File: src/rtl/assert_macros.svh
// Assertion helpers shared by the files that check their own logic.
// Both sample on clk and are switched off while rst is high.
`ifndef ASSERT_MACROS_SVH
`define ASSERT_MACROS_SVH

// Same-cycle implication.
`define ASSERT_IMPL(label, ante, cons, msg) \
  label: assert property (@(posedge clk) disable iff (rst) (ante) |-> (cons)) \
    else $error(msg);

// Next-cycle implication.
`define ASSERT_NEXT(label, ante, cons, msg) \
  label: assert property (@(posedge clk) disable iff (rst) (ante) |=> (cons)) \
    else $error(msg);

`endif

File: src/rtl/tgpw_pkg.sv
package tgpw_pkg;

  // Parameter defaults
  localparam int GLYPH_COUNT_DEF    = 256;
  localparam int MAX_GLYPH_ROWS_DEF = 8;
  localparam int TAB_CHARS_DEF      = 4;
  localparam int MAX_FRAME_DIM_DEF  = 4096;

  // Command queue between front and back
  localparam int QUEUE_DEPTH = 4;

  // Cursor limit
  localparam logic [12:0] CURSOR_MAX = 13'h1FFF;

  // Request and character codes
  localparam logic       REQ_LOAD     = 1'b0;
  localparam logic [7:0] CHAR_NEWLINE = 8'd10;
  localparam logic [7:0] CHAR_TAB     = 8'd9;

  // Configuration register indexes
  localparam logic [2:0] REG_FRAME_WIDTH  = 3'd0;
  localparam logic [2:0] REG_FRAME_HEIGHT = 3'd1;
  localparam logic [2:0] REG_GLYPH_WIDTH  = 3'd2;
  localparam logic [2:0] REG_GLYPH_HEIGHT = 3'd3;
  localparam logic [2:0] REG_FORE_COLOUR  = 3'd4;
  localparam logic [2:0] REG_BACK_COLOUR  = 3'd5;

  // Configuration reset values
  localparam logic [12:0] FRAME_WIDTH_RST  = 13'd640;
  localparam logic [12:0] FRAME_HEIGHT_RST = 13'd480;
  localparam logic [3:0]  GLYPH_WIDTH_RST  = 4'd8;
  localparam logic [3:0]  GLYPH_HEIGHT_RST = 4'd8;
  localparam logic [31:0] FORE_COLOUR_RST  = 32'hFFFF_FFFF;
  localparam logic [31:0] BACK_COLOUR_RST  = 32'h0000_0000;

  typedef enum logic [1:0] {
    CMD_LOAD,
    CMD_NEWLINE,
    CMD_TAB,
    CMD_GLYPH
  } cmd_kind_t;

  typedef struct packed {
    cmd_kind_t  kind;
    logic       blank;
    logic [7:0] code;
    logic [2:0] row;
    logic [7:0] bits;
  } cmd_t;

  // Effective (already clamped) configuration seen by the back end
  typedef struct packed {
    logic [12:0] frame_width;
    logic [12:0] frame_height;
    logic [3:0]  glyph_width;
    logic [3:0]  glyph_height;
    logic [31:0] fore_colour;
    logic [31:0] back_colour;
  } cfg_t;

  function automatic logic [12:0] sat_cursor(input logic [13:0] s);
    return s[13] ? CURSOR_MAX : s[12:0];
  endfunction

endpackage

File: src/rtl/tgpw_queue.sv
module tgpw_queue
  import tgpw_pkg::*;
(
  input  logic clk,
  input  logic rst,
  input  logic push,
  input  cmd_t din,
  output logic full,
  input  logic pop,
  output cmd_t dout,
  output logic empty
);

  localparam int PTR_W = (QUEUE_DEPTH > 1) ? $clog2(QUEUE_DEPTH) : 1;
  localparam int CNT_W = $clog2(QUEUE_DEPTH + 1);

  cmd_t             entries [QUEUE_DEPTH];
  logic [PTR_W-1:0] wr_ptr;
  logic [PTR_W-1:0] rd_ptr;
  logic [CNT_W-1:0] cnt;

  assign full  = (cnt == CNT_W'(QUEUE_DEPTH));
  assign empty = (cnt == '0);
  assign dout  = entries[rd_ptr];

  function automatic logic [PTR_W-1:0] bump(input logic [PTR_W-1:0] p);
    return (p == PTR_W'(QUEUE_DEPTH - 1)) ? '0 : p + PTR_W'(1);
  endfunction

  always_ff @(posedge clk) begin
    if (push) begin
      entries[wr_ptr] <= din;
    end
  end

  always_ff @(posedge clk) begin
    if (rst) begin
      wr_ptr <= '0;
      rd_ptr <= '0;
      cnt    <= '0;
    end else begin
      if (push) begin
        wr_ptr <= bump(wr_ptr);
      end
      if (pop) begin
        rd_ptr <= bump(rd_ptr);
      end
      cnt <= cnt + CNT_W'(push) - CNT_W'(pop);
    end
  end

endmodule

File: config.mk
export PLATFORM = sky130hd
export DESIGN_NAME = tgpw_queue
export DESIGN_NICKNAME = d
export VERILOG_FILES = /design/src/rtl/assert_macros.svh /design/src/rtl/tgpw_pkg.sv /design/src/rtl/tgpw_queue.sv
export SDC_FILE = /design/constraint.sdc
export NUM_CORES = 1
export LEC_CHECK = 0
export BUFFER_PORTS_ARGS = -buffer_cell sky130_fd_sc_hd__clkbuf_2
export CORE_MARGIN = 1
export CORE_UTILIZATION = 55
export CTS_CLUSTER_SIZE = 40
export DETAILED_ROUTE_END_ITERATION = 7
export GPL_TIMING_DRIVEN = 0
export HOLD_SLACK_MARGIN = 0.08
export PLACE_DENSITY = 0.83
export SYNTH_ARGS = -nofsm -noshare
export SYNTH_HDL_FRONTEND = slang
export SYNTH_SLANG_ARGS = --single-unit
export TNS_END_PERCENT = 50
File: constraint.sdc
create_clock -name clk -period 2.55 [get_ports clk]
set_input_delay 0.255 -clock clk [delete_from_list [all_inputs] [get_ports clk]]
set_output_delay 0.255 -clock clk [all_outputs]
set_load 0.01 [all_outputs]
# After elaboration in Yosys (flattened, before gate mapping)
# Memory sizes are Yosys's and may differ from the RTL's. A register that Yosys moved wholly into a read port is not among the register bits.
# Cells that the tools add are included.
# totals
regBits	7
mem_bits_rw	88
input_bits	26
out_inout_bits	24
wordCells	18
memories	1
# classes
add_sub_neg	4
n_eq_ne	3
muxes	6
n_reduce_logical	1
# mem_list
name	words	width	read_ports	rd_clocked_by_memory_dff	write_ports	line_no	source
entries	4	22	1	1	1	tgpw_queue.sv:17	cmd_t entries [QUEUE_DEPTH];
# ops
op	n
two-way mux 2 bit	4
adder 2 x 1 -> 2 bit, second input constant	2
== test 2 bit, second input constant	2
adder 3 x 1 -> 3 bit	1
== test 3 bit, second input constant	1
logical NOT 3 bit	1
subtractor 3 x 1 -> 3 bit	1
two-way mux 1 bit	2

# Logic depth before layout (Yosys ltp)
# Gate-level depths: netlist of the first run.
# depth
depth_word	4
mapped_depth	7
ltp_nobuf	7

# Least setup slack after synthesis of the first run
# OpenSTA, ideal clock, no wires.
# synth_timing
kind	reg-to-reg
from	register cnt[0]
to	register cnt[2]
setup_time_ns	0.110
t_arrival_ns	1.392
slack_ns	1.048
stages_incl_launch_ff	8
period_less_slack_ns	1.502
path_cell_list	dfxtp_1 inv_1 ha_1 inv_1 ha_1 fa_1 xor3_1 nor2_1
# synth_via
elab_chain_cells	2
# synth_lines
item	line_no	source
start, declared	tgpw_queue.sv:20	logic [CNT_W-1:0] cnt;
start signal, assigned	tgpw_queue.sv:48	cnt <= cnt + CNT_W'(push) - CNT_W'(pop);
adder 3 x 1 -> 3 bit	tgpw_queue.sv:48	
subtractor 3 x 1 -> 3 bit	tgpw_queue.sv:48	
# No other way between the ends.
# A chain may end at the register's enable or synchronous reset.

==> run summary, run 1 <==
The run gives 8290 um as the wire length of the first global-routing pass. The logs give 1,710 for the number of global-route vias before repair and 0.103 for the combinational power share. The total detailed-routing wirelength was 5230 um. The tools report the internal power as 2.54 mW. The clock period minus worst slack was 1.95 ns. The net switching power was 0.702 mW; the sequential group share of total power was 0.567. The flow ran to the end, and the final reports show no timing, DRC or antenna violations. The clock-pin slew reported for the worst setup and hold paths after clock tree synthesis was 0.09 ns.

TritonCTS built the clock tree. A synthesized cell averages 23.1 um2. The net switching share of the total power is 0.216, and the number of standard-cell rows in the floorplan is 29. Relative to the synthesized area, the layout overhead comes to 15.6%. Dividing the detail-routed wire length by the instance count gives 17.5 um. After routing, the total negative slack on setup checks comes to 0 ns.

The number of antenna violations at the first check in global routing was 0. Before antenna repair, the detailed router went through 4 iterations. The maximum frequency from static timing analysis is 513 MHz. The final number of max-transition violations is 0.

The per-cell via count in the routed design works out to 5.42. The cell at the root of the clock tree was clkbuf_8. The share of the clock period used by the worst path after layout was 0.765.

The tools report the total global-route track usage as 0.165. Setup repair after global routing left no endpoint under its margin. Summed over all cells, the static leakage comes to 1.49 nW. The repair_antennas step left the layout with diodes totalling 0. The die covers 0.00693 mm2. The logs give 0.00635 mm2 for the placeable core area and 0.572 for the initial cell density of the core.

The die is 83.3 um wide. After filler insertion, the fill cell instance count of the layout stands at 405. The total number of clock tree sinks was 97.

For the worst-skew pair, the clock arrives at the later sink with an insertion delay of 0.35 ns. Post-CTS repair changed the size of 0 cells. Of all nets on the critical path, the largest fanout is 10. Maximum buffer depth of the clock tree: 2.

The slew at the pin closest to its max-slew limit came out at 1.15 ns. The logs give 0.235 for the worst slew slack as a fraction of its limit and 0 for the hold buffer count at cts. For the number of nets with antenna violations after detailed routing, the log shows 0. After synthesis, the cell types taking the most area are edfxtp_1 73%, mux4_2 12%, dfxtp_1 5.0%. The kind of critical path was reg2out. Dividing total power by cell area gives a power density of 773 mW/mm2.

IR analysis of the VDD net gives a maximum drop of 0.459 mV. The proportion of netlist area held by the largest area contributor is 0.728. The count of input and output buffers is 49. The synthesized net count is 191, and the vertical die dimension is 83.3 um.

Counting flops and latches in the post-synthesis netlist gives 97. The logs give 3.25 mW for the overall power after layout and 0 for the setup violation total in the final timing report. The clock arrives with 0.00507 ns of skew. Across the run, the number of max-cap violations was 0.

The post-synthesis cell type with the largest combined area was edfxtp_1. At the worst endpoint, the arrival time is 1.69 ns. Detailed routing inserted a total of 1,620 vias.

50 I/O pins were placed. The tools report the sort of element at the start of the critical path as a register. The worst setup path is captured at an output pin.

Global placer's final weighted congestion: 0.689. The first routing iteration left 84 violations. The tightest min-delay check is of the in2reg type. The portion of total power attributed to the clock network was 0.329; the maximum number of pins on one net before global-route repair was 23.

The logs give 0.777 for the share of synthesized area occupied by flip-flops and latches and 3430 um for the HPWL after detailed placement. For the warning count from the yosys run, the log shows 0. The number of clock buffers added by TritonCTS is 9.

After detailed routing, the number of remaining DRC violations is 0. For the count of unique library cells instantiated by Yosys, the log shows 19. Buffers added to address setup during post-CTS repair amount to 0. The number of instances in the synthesized netlist is 157, and the number of nets in the layout is 251.

STA puts the critical path data required time at 2.30 ns. The logs give 0 for the hold violation total from the final report and 0.00363 mm2 for the netlist area before placement. Global routing finished with a remaining overflow of 0. In this run the register-to-register setup slack is 0.70 ns. Share of post-route cells with drive strength above 1: 0.410.

The deepest level of the CTS H-tree came out at 3.
## power groups by stage
stage / combinational (mW) / sequential (mW) / clock (mW)
floorplan: 0.220 / 1.87 / 0
global placement: 0.332 / 1.87 / 0
detailed placement: 0.342 / 1.88 / 0
CTS: 0.344 / 1.84 / 1.09
global route: 0.367 / 1.85 / 1.15
finish: 0.335 / 1.84 / 1.07
## sequential cells by signal (all words and copies together), names as in the netlist, named ones only
register and count:
entries 88, cnt 3, rd_ptr 2, wr_ptr 2
## stage by stage
stage | hold WS (ns) | setup WS, ns | utilization | area (um2) | cells
6_report | 0.123 | 0.600 | 0.661 | 4200 | 299
5_1_grt | 0.107 | 0.523 | 0.661 | 4200 | 299
4_1_cts | 0.103 | 0.562 | 0.661 | 4200 | 299
3_5_place_dp | 0.474 | 0.661 | 0.626 | 3970 | 283
3_3_place_gp | 0.470 | 0.711 | 0.626 | 3970 | 283
2_1_floorplan | 0.324 | 1.05 | - | 3630 | 157
## placed cells by master, fill, tap and decap left out
master,instances
bufinv_16,2
or3b_2,2
a21oi_1,2
dfxtp_1,9
buf_2,2
clkbuf_2,49
ha_1,7
mux4_1,2
inv_1,6
nor2_1,3
nor3_1,1
xor3_1,1
nor2b_1,2
and3_1,1
and2_1,4
clkinv_4,1
mux2i_1,2
inv_6,2
nand2b_1,2
mux4_2,20
clkinvlp_4,2
buf_6,2
clkbuf_8,9
edfxtp_1,88
fa_1,1
## layout make-up
| class | count | area [um2] | share of cell area |
|---|---|---|---|
| Multi-Input combinational cell | 50 | 754 | 0.180 |
| Sequential cell | 97 | 2820 | 0.672 |
| Inverter | 6 | 22.5 | 0.00536 |
| Timing Repair Buffer | 49 | 245 | 0.0584 |
| Clock inverter | 7 | 101 | 0.0241 |
| Buffer | 4 | 32.5 | 0.00775 |
| Tap cell | 77 | 96.3 | 0.0229 |
| Clock buffer | 9 | 124 | 0.0295 |
## path summary, 6_finish.rpt
path / depth (start not counted) / endpoint / startpoint
hold / removal: 1 / entries[1][18]$_DFFE_PP_ / din[18]
setup / recovery: 3 / dout[19] / register
setup reg to reg: 3 / entries[0][7]$_DFFE_PP_ / wr_ptr[0]$_SDFFE_PP0P_
hold reg to reg: 2 / rd_ptr[0]$_SDFFE_PP0P_ / rd_ptr[0]$_SDFFE_PP0P_
## worst max-delay path, cell delays in order (launching register included)
cell and delay [ns]:
dfxtp_1 0.44, buf_6 0.22, mux4_2 0.53, clkbuf_2 0.15
## routing by layer
metal	vias up	global-route usage	share of wire
met2	35	0.286	0.53
li1	763	-	-
met4	0	0.0799	0.015
met5	-	0	0
met3	8	0.0338	0.033
met1	814	0.196	0.42
## Yosys cell counts
cell type / n
a21oi_1: 2
nor2_1: 3
edfxtp_1: 88
ha_1: 7
nor2b_1: 2
buf_2: 2
mux4_1: 2
and3_1: 1
xor3_1: 1
mux4_2: 20
mux2i_1: 2
or3b_2: 2
nor3_1: 1
fa_1: 1
nand2b_1: 2
inv_1: 6
dfxtp_1: 9
buf_6: 2
and2_1: 4
## cell families (layout without fill, tap and decap cells)
| family | after synthesis | after routing | share of synthesized area |
|---|---|---|---|
| AO/OA/AOI/OAI | 2 | 2 | 0.00276 |
| multiplexers | 24 | 24 | 0.144 |
| AND/OR/NAND/NOR | 15 | 15 | 0.0248 |
| adder cells (fa/ha/maj) | 8 | 8 | 0.0296 |
| flip-flops | 97 | 97 | 0.777 |
| XOR/XNOR | 1 | 1 | 0.00654 |
| buffers and inverters | 10 | 75 | 0.0152 |
(Power assumes the default switching activity.)
==> inputs of run 2 (changes only) <==
==> constraint.sdc (replaced) <==
create_clock -name clk -period 1.9 [get_ports clk]
set_input_delay 0.19 -clock clk [delete_from_list [all_inputs] [get_ports clk]]
set_output_delay 0.19 -clock clk [all_outputs]
set_load 0.01 [all_outputs]
==> run summary, run 2 (same netlist as run 1, synthesis figures left out) <==
Excluding fillers, the count of instances in the completed layout stands at 321. The root buffer cell chosen for the clock tree is clkbuf_8. The setup violation total in the final timing report is 0. Summing all placed instances gives a cell area of 0.00397 mm2. Dividing the detail-routed via count by the number of cells gives 5.36. After the first detailed-routing iteration, the DRC count stood at 89.

The total global-route track usage was 0.170; the share of the clock period used by the worst path after layout was 0.955. In the final layout, the registers with the most flip-flops are entries x88, cnt x3. In this run the standard cell core region covers 0.00635 mm2. The tools report the endpoint arrival time on the critical path as 1.63 ns. Routed wire length per instance: 17.2 um. The library cell used most frequently in the layout, excluding fill and tap cells, is edfxtp_1. The most critical setup path has its endpoint at dout[19]. Worst-skew pair later-pin latency: 0.35 ns. During placement, the flow inserted port buffers numbering 49. The number of setup buffers added after CTS is 0. Number of cells on the worst reg-to-reg path: 7. Counting I/O delays and the setup requirement, the final critical path takes 1.82 ns. STA puts the critical path data required time at 1.71 ns. Sort of element at the start of the critical path: a register. Power spread over the standard cell area amounts to 994 mW/mm2.

The congestion estimate from routability-driven global placement came to 0.689. The setup check on the worst reg-to-reg path leaves a slack of 0.30 ns. The die extent in x works out to 83.3 um. The floorplan step defined a die boundary enclosing 0.00693 mm2.

The detail route stage leaves a number of antenna-violating nets equal to 0. For the number of instances in the placed design, the log shows 283. CTS saw 97 sinks. The category of the worst setup path capture point is an output pin. After clock tree synthesis, the clock-pin slew on the worst setup and hold paths is 0.09 ns.

The launch point of the worst reg-to-reg path was cnt[0]$_SDFF_PP0_. Number of antenna violations at the first check in global routing: 0. The share of post-route cells with drive strength above 1 is 0.393. The number of nets in the layout is 273, and the count of unresolved DRC violations after routing is 0. Detailed placement finished with a half-perimeter wire length of 3430 um. The slew at the pin closest to its max-slew limit is 0.596 ns.

The maximum frequency from static timing analysis is 551 MHz. The post-route setup TNS was 0 ns; the maximum vdd drop was 0.616 mV. TritonCTS built the clock tree. Hold is met by 0.109 ns.

The critical path is of the reg2out type. The flow ran to the end, and the final reports show no timing, DRC or antenna violations. The first global-routing pass estimated 8580 um of wire. The final antenna diode count was 0; the number of maximum-capacitance violations was 0.

Area of all placed cells without fillers: 0.00443 mm2. Setup repair after global routing left no endpoint under its margin. CTS built an H-tree with a depth of 3. In this run the critical register-to-register path is captured at cnt[2]$_SDFF_PP0_. Ranked by flip-flop count, first place goes to entries. The via count was 1,719; the initial cell density of the core was 0.572. Row generation in the floorplan step produced 29 rows. Global routing finished with a remaining overflow of 0. The run gives 0 as the final number of max-transition violations. The count of fill cells added during filler insertion was 390.

TritonCTS created 9 clock buffers. The hold violation total from the final report is 0, and the largest fanout of any net on the critical path is 10. The run gives 1,782 as the number of global-route vias before repair. The growth of design area from synthesis to finish was 21.8%.

Class of the tightest hold or removal check: in2reg. The die is 83.3 um tall. No sink is reached through more buffers than the 2 on the longest clock path. The register with the most flip-flops in the layout has 88 of them.

Number of primary I/O pins: 50. The logs give 0.603 for the worst slew slack as a fraction of its limit and 23 for the maximum number of pins on one net before global-route repair. The clock arrives with 0.00574 ns of skew. For this design the static power due to leakage is 1.58 nW. In the layout the commonest cells are 88 x edfxtp_1, 49 x clkbuf_2, 22 x dlygate4sd3_1, 20 x mux4_2, 9 x clkbuf_8.

Number of iterations in the first detailed-routing pass: 6. The routed design has 5520 um of wire.
run 2: worst min-delay path by stage:
| stage | start | cells past startpoint | slack [ns] | endpoint |
|---|---|---|---|---|
| finish | rst | 2 | 0.11 | wr_ptr[1]$_SDFFE_PP0P_ |
| floorplan | rst | 1 | 0.26 | wr_ptr[0]$_SDFFE_PP0P_ |
| global route | rst | 2 | 0.11 | cnt[2]$_SDFF_PP0_ |
| global placement | din[8] | 1 | 0.41 | entries[2][8]$_DFFE_PP_ |
| detailed placement | din[20] | 1 | 0.41 | entries[1][20]$_DFFE_PP_ |
| CTS | rst | 2 | 0.09 | wr_ptr[0]$_SDFFE_PP0P_ |
run 2: timing repair:
action,CTS,global route
endpoints found under the hold margin,88,0
hold buffers,22,0
pin swaps,0,0
resized for setup,1,4
gates cloned,0,0
endpoints found under the setup margin,7,73
run 2: routing by layer:
metal / vias to the layer above / share of wire / track usage
met5: - / 0 / 0
met4: 0 / 0.014 / 0.0799
met3: 8 / 0.031 / 0.0328
met2: 40 / 0.54 / 0.298
met1: 866 / 0.42 / 0.202
li1: 805 / - / -
run 2: final cells by class:
cell class	instances	area [um2]	share of cell area
Buffer	4	32.5	0.00735
Clock buffer	9	124	0.0280
Clock inverter	7	101	0.0229
Inverter	6	22.5	0.00509
Multi-Input combinational cell	50	759	0.172
Sequential cell	97	2820	0.638
Tap cell	77	96.3	0.0218
Timing Repair Buffer	71	465	0.105
run 2: metrics by stage:
stage	power, mW	utilization	setup slack, ns
final	4.40	0.697	0.0848
after global routing	4.56	0.697	0.0171
after CTS	4.44	0.696	0.00102
after detailed placement	2.98	0.626	0.0105
after global placement	2.96	0.626	0.0606
after floorplan	2.80	-	0.398
run 2: where the power goes:
part / internal (mW) / leakage, nW / total [mW] / switching [mW]
Combinational: 0.261 / 0.595 / 0.489 / 0.228
Sequential: 2.43 / 0.883 / 2.47 / 0.0394
Clock: 0.752 / 0.106 / 1.44 / 0.687
run 2: worst max-delay path: stages (launching register included):
cell,delay [ns]
dfxtp_2,0.40
buf_6,0.20
mux4_2,0.53
clkbuf_2,0.15
